--- src/rtl/pvbu_pkg.sv ---
// ----------------------------------------------------------------------------
// pvbu_pkg
// Types, constants and the arctangent table shared by the phase vocoder
// bin update core.
// ----------------------------------------------------------------------------
package pvbu_pkg;

	localparam int FFT_POINTS_DEF   = 2048;
	localparam int SRC_HOP_DEF      = 512;
	localparam int BIN_W            = 10;
	localparam int HOP_W            = 11;
	localparam logic [HOP_W-1:0] HOP_RST = 11'd512;
	localparam int CORDIC_STEPS     = 28;
	localparam int MAG_W            = 32;
	localparam int VX_W             = 60;
	localparam int RX_W             = 34;
	localparam logic signed [RX_W-1:0] INV_GAIN_Q30 = 34'sd652032874;
	localparam logic [31:0] HALF_TURN    = 32'h8000_0000;
	localparam logic [31:0] QUARTER_TURN = 32'h4000_0000;

	typedef struct packed {
		logic signed [31:0] spec_real;
		logic signed [31:0] spec_imag;
		logic [BIN_W-1:0]   bin_number;
	} spec_t;

	typedef struct packed {
		logic signed [31:0] out_real;
		logic signed [31:0] out_imag;
		logic [BIN_W-1:0]   out_bin;
	} res_t;

	// front to back: measured phase and magnitude of one bin
	typedef struct packed {
		logic [31:0]      phase;
		logic [MAG_W-1:0] mag;
		logic [BIN_W-1:0] bin;
	} meas_t;

	function automatic logic [31:0] atan_turn(input int unsigned i);
		logic [31:0] r;
		case (i)
			0:  r = 32'h20000000;
			1:  r = 32'h12E4051E;
			2:  r = 32'h09FB385B;
			3:  r = 32'h051111D4;
			4:  r = 32'h028B0D43;
			5:  r = 32'h0145D7E1;
			6:  r = 32'h00A2F61E;
			7:  r = 32'h00517C55;
			8:  r = 32'h0028BE53;
			9:  r = 32'h00145F2F;
			10: r = 32'h000A2F98;
			11: r = 32'h000517CC;
			12: r = 32'h00028BE6;
			13: r = 32'h000145F3;
			14: r = 32'h0000A2FA;
			15: r = 32'h0000517D;
			16: r = 32'h000028BE;
			17: r = 32'h0000145F;
			18: r = 32'h00000A30;
			19: r = 32'h00000518;
			20: r = 32'h0000028C;
			21: r = 32'h00000146;
			22: r = 32'h000000A3;
			23: r = 32'h00000051;
			24: r = 32'h00000029;
			25: r = 32'h00000014;
			26: r = 32'h0000000A;
			27: r = 32'h00000005;
			default: r = 32'h0;
		endcase
		return r;
	endfunction

endpackage

--- src/rtl/pvbu_queue.sv ---
// ----------------------------------------------------------------------------
// pvbu_queue
// Four-entry queue between the measuring front and the updating back.
// ----------------------------------------------------------------------------
module pvbu_queue import pvbu_pkg::*; (
	input  logic  clk,
	input  logic  arst_n,
	input  logic  push,
	input  meas_t din,
	output logic  full,
	input  logic  pop,
	output logic  nonempty,
	output meas_t head
);

	localparam int DEPTH = 4;
	localparam int AW    = $clog2(DEPTH);

	meas_t         buf_q [DEPTH];
	logic [AW-1:0] wr_q, rd_q;
	logic [AW:0]   cnt_q;

	assign full     = (cnt_q == (AW+1)'(DEPTH));
	assign nonempty = (cnt_q != '0);
	assign head     = buf_q[rd_q];

	always_ff @(posedge clk) begin
		if (push && !full) begin
			buf_q[wr_q] <= din;
		end
	end

	always_ff @(posedge clk or negedge arst_n) begin
		if (!arst_n) begin
			wr_q  <= '0;
			rd_q  <= '0;
			cnt_q <= '0;
		end else begin
			if (push && !full) begin
				wr_q <= wr_q + 1'b1;
			end
			if (pop && nonempty) begin
				rd_q <= rd_q + 1'b1;
			end
			case ({push && !full, pop && nonempty})
				2'b10:   cnt_q <= cnt_q + 1'b1;
				2'b01:   cnt_q <= cnt_q - 1'b1;
				default: cnt_q <= cnt_q;
			endcase
		end
	end

endmodule

--- config.mk ---
export PLATFORM = sky130hd
export DESIGN_NAME = pvbu_queue
export DESIGN_NICKNAME = d
export VERILOG_FILES = /design/src/rtl/pvbu_pkg.sv /design/src/rtl/pvbu_queue.sv
export SDC_FILE = /design/constraint.sdc
export NUM_CORES = 1
export LEC_CHECK = 0
export BUFFER_PORTS_ARGS = -buffer_cell sky130_fd_sc_hd__buf_2
export CAP_MARGIN = 20
export CORE_UTILIZATION = 51
export DETAILED_ROUTE_END_ITERATION = 10
export GPL_TIMING_DRIVEN = 0
export MAX_ROUTING_LAYER = met4
export PLACE_DENSITY = 0.75
export RECOVER_POWER = 100
export SYNTH_ARGS = -nofsm -noshare
export SYNTH_HDL_FRONTEND = slang
export SYNTH_SLANG_ARGS = --single-unit
--- constraint.sdc ---
create_clock -name clk -period 3.21 [get_ports clk]
set_input_delay 0.1605 -clock clk [delete_from_list [all_inputs] [get_ports clk]]
set_output_delay 0.1605 -clock clk [all_outputs]
set_load 0.01 [all_outputs]
==> results of run 1 <==
-- critical path, cell delays in order (launching register included) --
cell	delay [ps]
dfrtp_1	330
clkbuf_1	330
clkbuf_2	440
mux4_2	570
clkbuf_1	150
-- kinds of logic after synthesis --
family                     count (synthesis)  synth area share (%)
buffers and inverters                     23                  1.74
DFF                                      303                  81.3
xor gates and xnor gates                   6                 0.472
adders and majority gates                  6                 0.741
muxes                                     76                  15.1
AOI/OAI and AO/OA                          1                0.0786
and+or+nand+nor                            9                 0.472
-- routing by layer --
| layer | wire length (um) | GRT usage, % |
|---|---|---|
| met1 | 7970 | 23.5 |
| met4 | 310 | 4.75 |
| met2 | 10600 | 31.6 |
| met5 | 0 | - |
| met3 | 1110 | 3.54 |
-- state kept, by name, summed over array words and instances (netlist names) --
signal and flops:
cnt_q 3, rd_q 2, wr_q 2, buf_q 296
-- through the flow --
step / util, % / hold WS [ps] / setup slack, ps / area [um^2]
3_3_place_gp: 57.7 / -1.23 / -1240 / 12300
6_report: 64.8 / 45.7 / 695 / 13800
2_1_floorplan: - / -135 / 103 / 11100
4_1_cts: 65.7 / 11.8 / 901 / 13900
5_1_grt: 64.8 / 38.4 / 545 / 13800
3_5_place_dp: 58.3 / 6.22 / 910 / 12400
-- how the worst max path moves through the flow --
stage,slack (ps),to
floorplan,100,buf_q[2][0]$_DFFE_PP_
global placement,-1240,buf_q[1][39]$_DFFE_PP_
detailed placement,910,buf_q[0][35]$_DFFE_PP_
CTS,900,buf_q[0][35]$_DFFE_PP_
global route,550,head[19]
finish,700,head[21]
-- cell usage in the layout, fill, tap and decap left out, types with 5 or more instances in the layout --
master           n
buf_12           5
buf_2           18
clkbuf_1       155
clkbuf_16       29
clkinv_1         6
dfrtp_1          7
dlygate4sd3_1   76
edfxtp_1       296
ha_1             5
inv_1            6
mux4_2          74
-- area by class of cell --
cell class	count	area, um^2
buffer	17	161
sequential	303	9060
fill	1479	7460
clock buffer	40	767
multi-input combinational	98	1890
inverter	6	22.5
tap	275	344
timing repair buffer	233	1460
clock inverter	10	42.5
-- repair_timing --
action | 4_1_cts | 5_1_grt
hold endpoints to repair | 303 | 0
setup buffers | 0 | 0
hold buffers | 76 | 0
-- power groups by stage --
stage	Combinational (uW)	Sequential [uW]	Clock, uW
final	3660	5410	2950
after detailed placement	3830	5500	0
after CTS	3920	5420	3010
after floorplan	2470	5480	0
after global routing	3970	5470	3160
after global placement	3660	5550	0
==> impl_metrics.yaml, run 1 <==
clock_tree:
  cts_buffer_depth: 3
  clock-sinks: 303
  cts_made_buffers: 29
  root_buffer: "clkbuf_16"
  cts_resized: 0
  htreeDepth: 1
  cts_tree: "done"
  path_clk_slew_ps: 60
  clkLatencyLatePin_ps: 530
final_layout:
  final_cells: 982
  nNetsFinal: 772
  antenna_cells: 0
  drive_gt1_share_pct: 20.1
  syn_to_final_growth_pct: 23.5
logic_synthesis:
  synth_seq_cells: 303
  ys_seq_area_share_pct: 81.3
  syn-instance-count: 424
  synth_most_common_cell: "edfxtp_1"
  syn-num-nets: 508
  synthTopCellsByArea: "edfxtp_1 80%, mux4_2 15%, dfrtp_1 1.6%"
  synth.avg_cell_area_um2: 26.3
  yosys-top-cells-count: "296 x edfxtp_1, 74 x mux4_2, 7 x dfrtp_1"
  synthArstFlopShare_pct: 2.31
  synth_top_area_share_pct: 79.8
  synth_ff_type: "edfxtp_1"
  synth_cell_types: 22
  synth_top_area_cell: "edfxtp_1"
  netlist_area_um2: 11100
  synth_edf_count: 296
  ys_warn_count: 0
pwr:
  comb_power_share_pct: 30.5
  pwr-share-seq_pct: 45.0
  pwr-share-clk_pct: 24.5
  p_sw_uw: 3480
  leakage_uw: 0.00446
  power_uw: 12000
  ir_worst_vdd_mv: 0.612
  switching_share_pct: 28.9
  power_density_nw_per_um2: 874
  p_int_uw: 8550
drt:
  avgRoutedWirePerCell_um: 20.4
  drtAntennaViolNets: 0
  routed-via-count: 5286
  viasPerCell: 5.38
  drc: 0
  drt_first_pass_iters: 5
  drt-initial-drc-count: 277
  drt-total-wl_um: 20000
grt:
  globalRoute.totalOverflow: 0
  grt_pass1_vias: 5760
  grt_pass1_wl_um: 30400
  grt.total_usage_pct: 18.7
  grt_antenna_before_repair: 0
  grt_max_degree: 57
timing:
  rsz0062_at_grt: "false"
  slew_violations: 0
  skew_ps: 17.6
  worst-slew-pin-transition_ps: 691
  fin_tns_setup_ps: 0
  relSlewSlack_pct: 53.9
  setup_viol: 0
  final-hold-violation-count: 0
  fin_crit_sh_pct: 78.3
  max_freq_ghz: 0.398
  min_period_ps: 2510
worst_setup_path:
  required_ps: 3050
  rrSetupSlack_ps: 910
  rr_endpoint: "buf_q[1][21]$_DFFE_PP_"
  worst_setup_path_end_kind: "primary output"
  worstSetupPathType: "reg2out"
  crit_path_start_kind: "flop"
  r2r_cells: 4
  startpoint: "rd_q[0]$_DFFE_PN0P_"
  path_max_fanout: 10
  worstReg2RegStart: "cnt_q[2]$_DFFE_PN0P_"
  arrival_ps: 2350
min_path:
  hp-start: "pop"
  hp-class: "in2reg"
  holdPathEnd: "rd_q[0]$_DFFE_PN0P_"
  holdPathStages: 3
run:
  max_cap_violations: 0
outcome:
  outcome: "completed"
floorplanning:
  die_height_um: 150
  boundaryPins: 154
  core_area_um2: 21200
  die_x_um: 150
  dieArea_um2: 22400
  rows: 53
  start_util_pct: 52.5
placed_design:
  dp_hpwl_um: 11700
  gp_congestion: 0.735
  dp.cells: 856
  io_buffers: 153
Power figures use the tool's default switching activity.
==> run 2, diff against run 1 <==
clock period = 2.05 ns   (was 3.21 ns; I/O delays follow)
==> run 2 against run 1 <==
Compared with the run above:
- the flow now finishes with violations (negative setup slack)
- critical path depth increased by 1
- first-iteration DRC count decreased by 2.9%
- count of clock-buffer cells in the layout decreased by 4
- core utilization increased by 2.7 points
- critical path type unchanged
- largest power group unchanged
==> impl_metrics.yaml, run 2 (synthesized netlist as in run 1, its figures left out) <==
outcome:
  outcome: "finished with violations"
  violations: "negative setup slack"
timing:
  fin_crit_sh_pct: 103
  relSlewSlack_pct: 66.4
  min_period_ps: 2110
  slew_violations: 0
  setup_viol: 69
  final-hold-violation-count: 0
  fin_tns_setup_ps: -1510
  max_freq_ghz: 0.473
  skew_ps: 18.9
  timing.final.ws_setup_ps: -64.6
  rsz0062_at_grt: "true"
  worst-slew-pin-transition_ps: 504
worst_setup_path:
  path_buf_inv: 4
  worst_setup_path_end_kind: "primary output"
  path_cells: "buf_6 > buf_12 > buf_12 > mux4_2 > buf_6"
  crit_path_start_kind: "flop"
  worstSetupPathType: "reg2out"
  critPathTopFamily: "buffers and inverters"
  path_max_fanout: 10
  slowest_stage: "mux4_2"
  required_ps: 1950
  slowest_delay_ps: 540
  arrival_ps: 2010
drt:
  drt-initial-drc-count: 269
  wl_met2_um: 11300
  drtAntennaViolNets: 0
  drt-total-wl_um: 21200
  top_layer: "met4"
  drc: 0
  viasPerCell: 5.34
  routed-via-count: 5348
  avgRoutedWirePerCell_um: 21.2
  drt_first_pass_iters: 4
  routed-wl-met3_um: 1090
  wl_met1_um: 8410
final_layout:
  top_regs: "buf_q x296, cnt_q x3"
  fillers: 1352
  mostFrequentLayoutCell: "edfxtp_1"
  multi_input_area_um2: 1930
  final_cells: 1001
  final_cell_area_um2: 14300
  largest_reg_flops: 296
  syn_to_final_growth_pct: 28.6
  final_cell_mix: "296 x edfxtp_1, 80 x clkbuf_1, 78 x dlygate4sd3_1"
  antenna_cells: 0
  fin_util_pct: 67.5
  nNetsFinal: 788
  drive_gt1_share_pct: 32.5
  top_register: "buf_q"
  area.sequential_um2: 9060
pwr:
  leakage_uw: 0.00487
  power_density_nw_per_um2: 1430
  ir_worst_vdd_mv: 0.986
placed_design:
  place_ws_ps: -370
  gp_congestion: 0.702
  io_buffers: 153
  dp_hpwl_um: 11800
  place_area_um2: 12400
  dp.cells: 856
grt:
  globalRoute.totalOverflow: 0
  grt_pass1_vias: 5829
  grt_pass1_wl_um: 31900
  grt_antenna_before_repair: 0
  grt_max_degree: 41
  grt.total_usage_pct: 19.9
run:
  max_cap_violations: 0
clock_tree:
  clock-sinks: 303
  root_buffer: "clkbuf_16"
  clkLatencyLatePin_ps: 540
  cts_made_buffers: 30
  cts_tree: "done"
  cts_buffer_depth: 3
  htreeDepth: 1
  path_clk_slew_ps: 60
floorplanning:
  boundaryPins: 154
  core_area_um2: 21200
  die_height_um: 150
  die_x_um: 150
  rows: 53
  start_util_pct: 52.5
  dieArea_um2: 22400
min_path:
  hp-class: "in2reg"
==> run 2: changes by cell type in the layout (fill, tap and decap cells not counted), moves of 4 or more <==
cell | before | now
and2_2 | 0 | 4
buf_2 | 18 | 42
buf_4 | 2 | 15
buf_6 | 0 | 38
clkbuf_1 | 155 | 80
clkinv_2 | 4 | 10
==> run 2: metrics by stage <==
step                      power, uW  hold slack (ps)
final                         20500              362
after global placement        14300            -58.6
after global routing          21400              369
after detailed placement      14600            -55.0
after CTS                     20500              283
after floorplan               12400             -193
==> run 2: final timing paths <==
check                                startpoint                      to  slack, ps  cells after the start
setup / recovery            rd_q[0]$_DFFE_PN0P_                head[24]        -60                      5
hold / removal                          din[34]  buf_q[3][34]$_DFFE_PP_        360                      2
setup reg to reg           cnt_q[0]$_DFFE_PN0P_    cnt_q[2]$_DFFE_PN0P_        -60                      9
hold reg to reg            cnt_q[2]$_DFFE_PN0P_    cnt_q[2]$_DFFE_PN0P_        530                      1
max in group asynchronous                arst_n     wr_q[0]$_DFFE_PN0P_       1290                      3
min in group asynchronous                arst_n    cnt_q[0]$_DFFE_PN0P_        510                      3
==> run 2: area by class of cell <==
cell class / instances / area share [%]
tap: 275 / 2.40
clock inverter: 18 / 0.987
inverter: 6 / 0.157
timing repair buffer: 244 / 12.8
buffer: 17 / 1.32
sequential: 303 / 63.3
clock buffer: 36 / 5.55
multi-input combinational: 102 / 13.5
==> run 2: power breakdown <==
group	internal, uW	switching [uW]	leakage (uW)
combinational	3540	3310	0.00161
clock	3000	2160	0.000466
sequential	8190	309	0.00279
==> run 2: repair_timing <==
action                                  CTS  global route
buffers inserted                          7             2
gates cloned                              4             0
hold endpoints to repair                306             0
endpoints found under the setup margin  367           155
pin swaps                                 5             1
hold buffers                             78             0
gates resized for setup                  32            17
==> run 2: per-layer routing <==
layer	vias up	global-route usage, %
li1	2378	-
met3	38	3.35
met4	0	4.85
met2	160	34.4
met5	-	-
met1	2772	24.6
==> run 3, diff against run 2 <==
CORE_ASPECT_RATIO = 1.2   (was default)
MAX_ROUTING_LAYER = default   (was met4)
==> run 3 against run 2 <==
Compared with the run above:
- the run still ends with negative setup slack left
- die area about the same
- hold slack improved by 5.8 ps
- core utilization decreased by 0.052 points
- clock skew decreased by 7.6 ps
- wire length is 0.28% higher
- sequential cell count unchanged
- sequential power barely moved
- clock power fell by 2%
- register-to-register slack improved by 130 ps
- non-clock buffer count is the same
- power down 0.32%
- critical path type unchanged
- critical endpoint is now head[53]
- largest cell class unchanged
- largest power group unchanged
- highest routed layer is now met5
==> impl_metrics.yaml, run 3 (synthesized netlist as in run 1, its figures left out) <==
outcome:
  outcome: "finished with violations"
  violations: "negative setup slack"
grt:
  grt_pass1_wl_um: 32600
  grt.met3_usage_pct: 3.46
  grtUsageMet2_pct: 34.9
  grt.busiest_layer: "met2"
  grt_max_degree: 48
  grt_pass1_vias: 5914
  use_met1_pct: 25.1
  globalRoute.totalOverflow: 0
  grt_antenna_before_repair: 1
  grt.total_usage_pct: 19.7
timing:
  max_freq_ghz: 0.480
  relSlewSlack_pct: 66.9
  fin_crit_sh_pct: 102
  worst-slew-pin-transition_ps: 496
  setup_viol: 40
  rsz0062_at_grt: "true"
  slew_violations: 0
  final-hold-violation-count: 0
  min_period_ps: 2080
  timing.final.ws_setup_ps: -33.4
  skew_ps: 11.3
floorplanning:
  dieArea_um2: 22400
  die_height_um: 164
  start_util_pct: 52.6
  core_area_um2: 21200
  die_x_um: 137
  rows: 58
  boundaryPins: 154
min_path:
  hp-class: "in2reg"
  hp-start: "din[54]"
placed_design:
  place_area_um2: 12400
  gp_congestion: 0.717
  dp_hpwl_um: 11900
  io_buffers: 153
final_layout:
  top_register: "buf_q"
  area.sequential_um2: 9060
  mostFrequentLayoutCell: "edfxtp_1"
  drive_gt1_share_pct: 32.6
  final_cell_area_um2: 14300
  top_regs: "buf_q x296, cnt_q x3"
  multi_input_area_um2: 1940
  syn_to_final_growth_pct: 28.3
  largest_reg_flops: 296
  antenna_cells: 0
  final_cell_mix: "296 x edfxtp_1, 83 x clkbuf_1, 78 x dlygate4sd3_1"
  fillers: 1364
  nNetsFinal: 786
worst_setup_path:
  startpoint: "rd_q[0]$_DFFE_PN0P_"
  worstReg2RegStart: "cnt_q[2]$_DFFE_PN0P_"
  worst_setup_path_end_kind: "primary output"
  worstSetupPathType: "reg2out"
  required_ps: 1950
  crit_path_start_kind: "flop"
  arrival_ps: 1980
  path_max_fanout: 10
clock_tree:
  path_clk_slew_ps: 60
  cts_tree: "done"
  htreeDepth: 1
  root_buffer: "clkbuf_16"
  clock-sinks: 303
  cts_made_buffers: 28
  cts_buffer_depth: 3
  clkLatencyLatePin_ps: 530
drt:
  viasPerCell: 5.36
  drc: 0
  drt-total-wl_um: 21300
  drtAntennaViolNets: 0
  routed-via-count: 5329
  drt-initial-drc-count: 296
  drt_first_pass_iters: 4
  avgRoutedWirePerCell_um: 21.4
run:
  max_cap_violations: 0
pwr:
  power_density_nw_per_um2: 1430
  leakage_uw: 0.00485
  power_uw: 20400
  ir_worst_vdd_mv: 1.10
[run 3: worst paths after layout]
path                                                to  slack, ps  cells past startpoint
max in group asynchronous         cnt_q[1]$_DFFE_PN0P_       1250                      3
worst max register to register   buf_q[3][0]$_DFFE_PP_         70                      4
worst min register to register     wr_q[1]$_DFFE_PN0P_        630                      1
min in group asynchronous         cnt_q[0]$_DFFE_PN0P_        530                      3
worst max-delay path                          head[53]        -30                      5
worst min-delay path            buf_q[0][54]$_DFFE_PP_        370                      2
[run 3: stage by stage]
stage,hold slack (ps),TNS [ps],worst slack (ps),util [%],instances
detailed placement,-58.6,-50410,-274,58.4,851
floorplan,-193,-75160,-254,-,424
global placement,-64.3,-286670,-977,57.8,847
finish,368,-539,-33.4,67.5,994
CTS,298,-2990,-95.2,67.3,990
global route,371,-13890,-121,67.5,994
[run 3: timing repair]
action | in CTS | in global routing
gates resized for setup | 27 | 22
setup endpoints to repair | 259 | 252
endpoints found under the hold margin | 306 | 0
hold buffers | 78 | 0
cloned | 4 | 0
pin swaps | 5 | 3
buffers inserted | 5 | 4
[run 3: final cells by class]
cell class                 instances  area share, %
clock inverter                    16           1.09
sequential                       303           63.4
buffer                            17           1.32
multi-input combinational        102           13.6
inverter                           6          0.158
clock buffer                      36           5.26
tap                              270           2.36
timing repair buffer             244           12.8
[run 3: routing by layer]
| metal | wire, um | share of wire (%) |
|---|---|---|
| met1 | 8410 | 40 |
| met4 | 401 | 1.9 |
| met5 | 13 | 0.061 |
| met3 | 994 | 4.7 |
| met2 | 11400 | 54 |
[run 3: worst max-delay path, stage by stage (launching register included)]
cell and delay (ps):
dfrtp_1 350, buf_6 130, buf_12 150, buf_12 150, mux4_2 530, buf_6 140
[run 3: power breakdown]
part	switching, uW	total [uW]	internal, uW
Sequential	305	8490	8190
Combinational	3350	6880	3530
Clock	2090	5060	2960
Total	5750	20400	14700
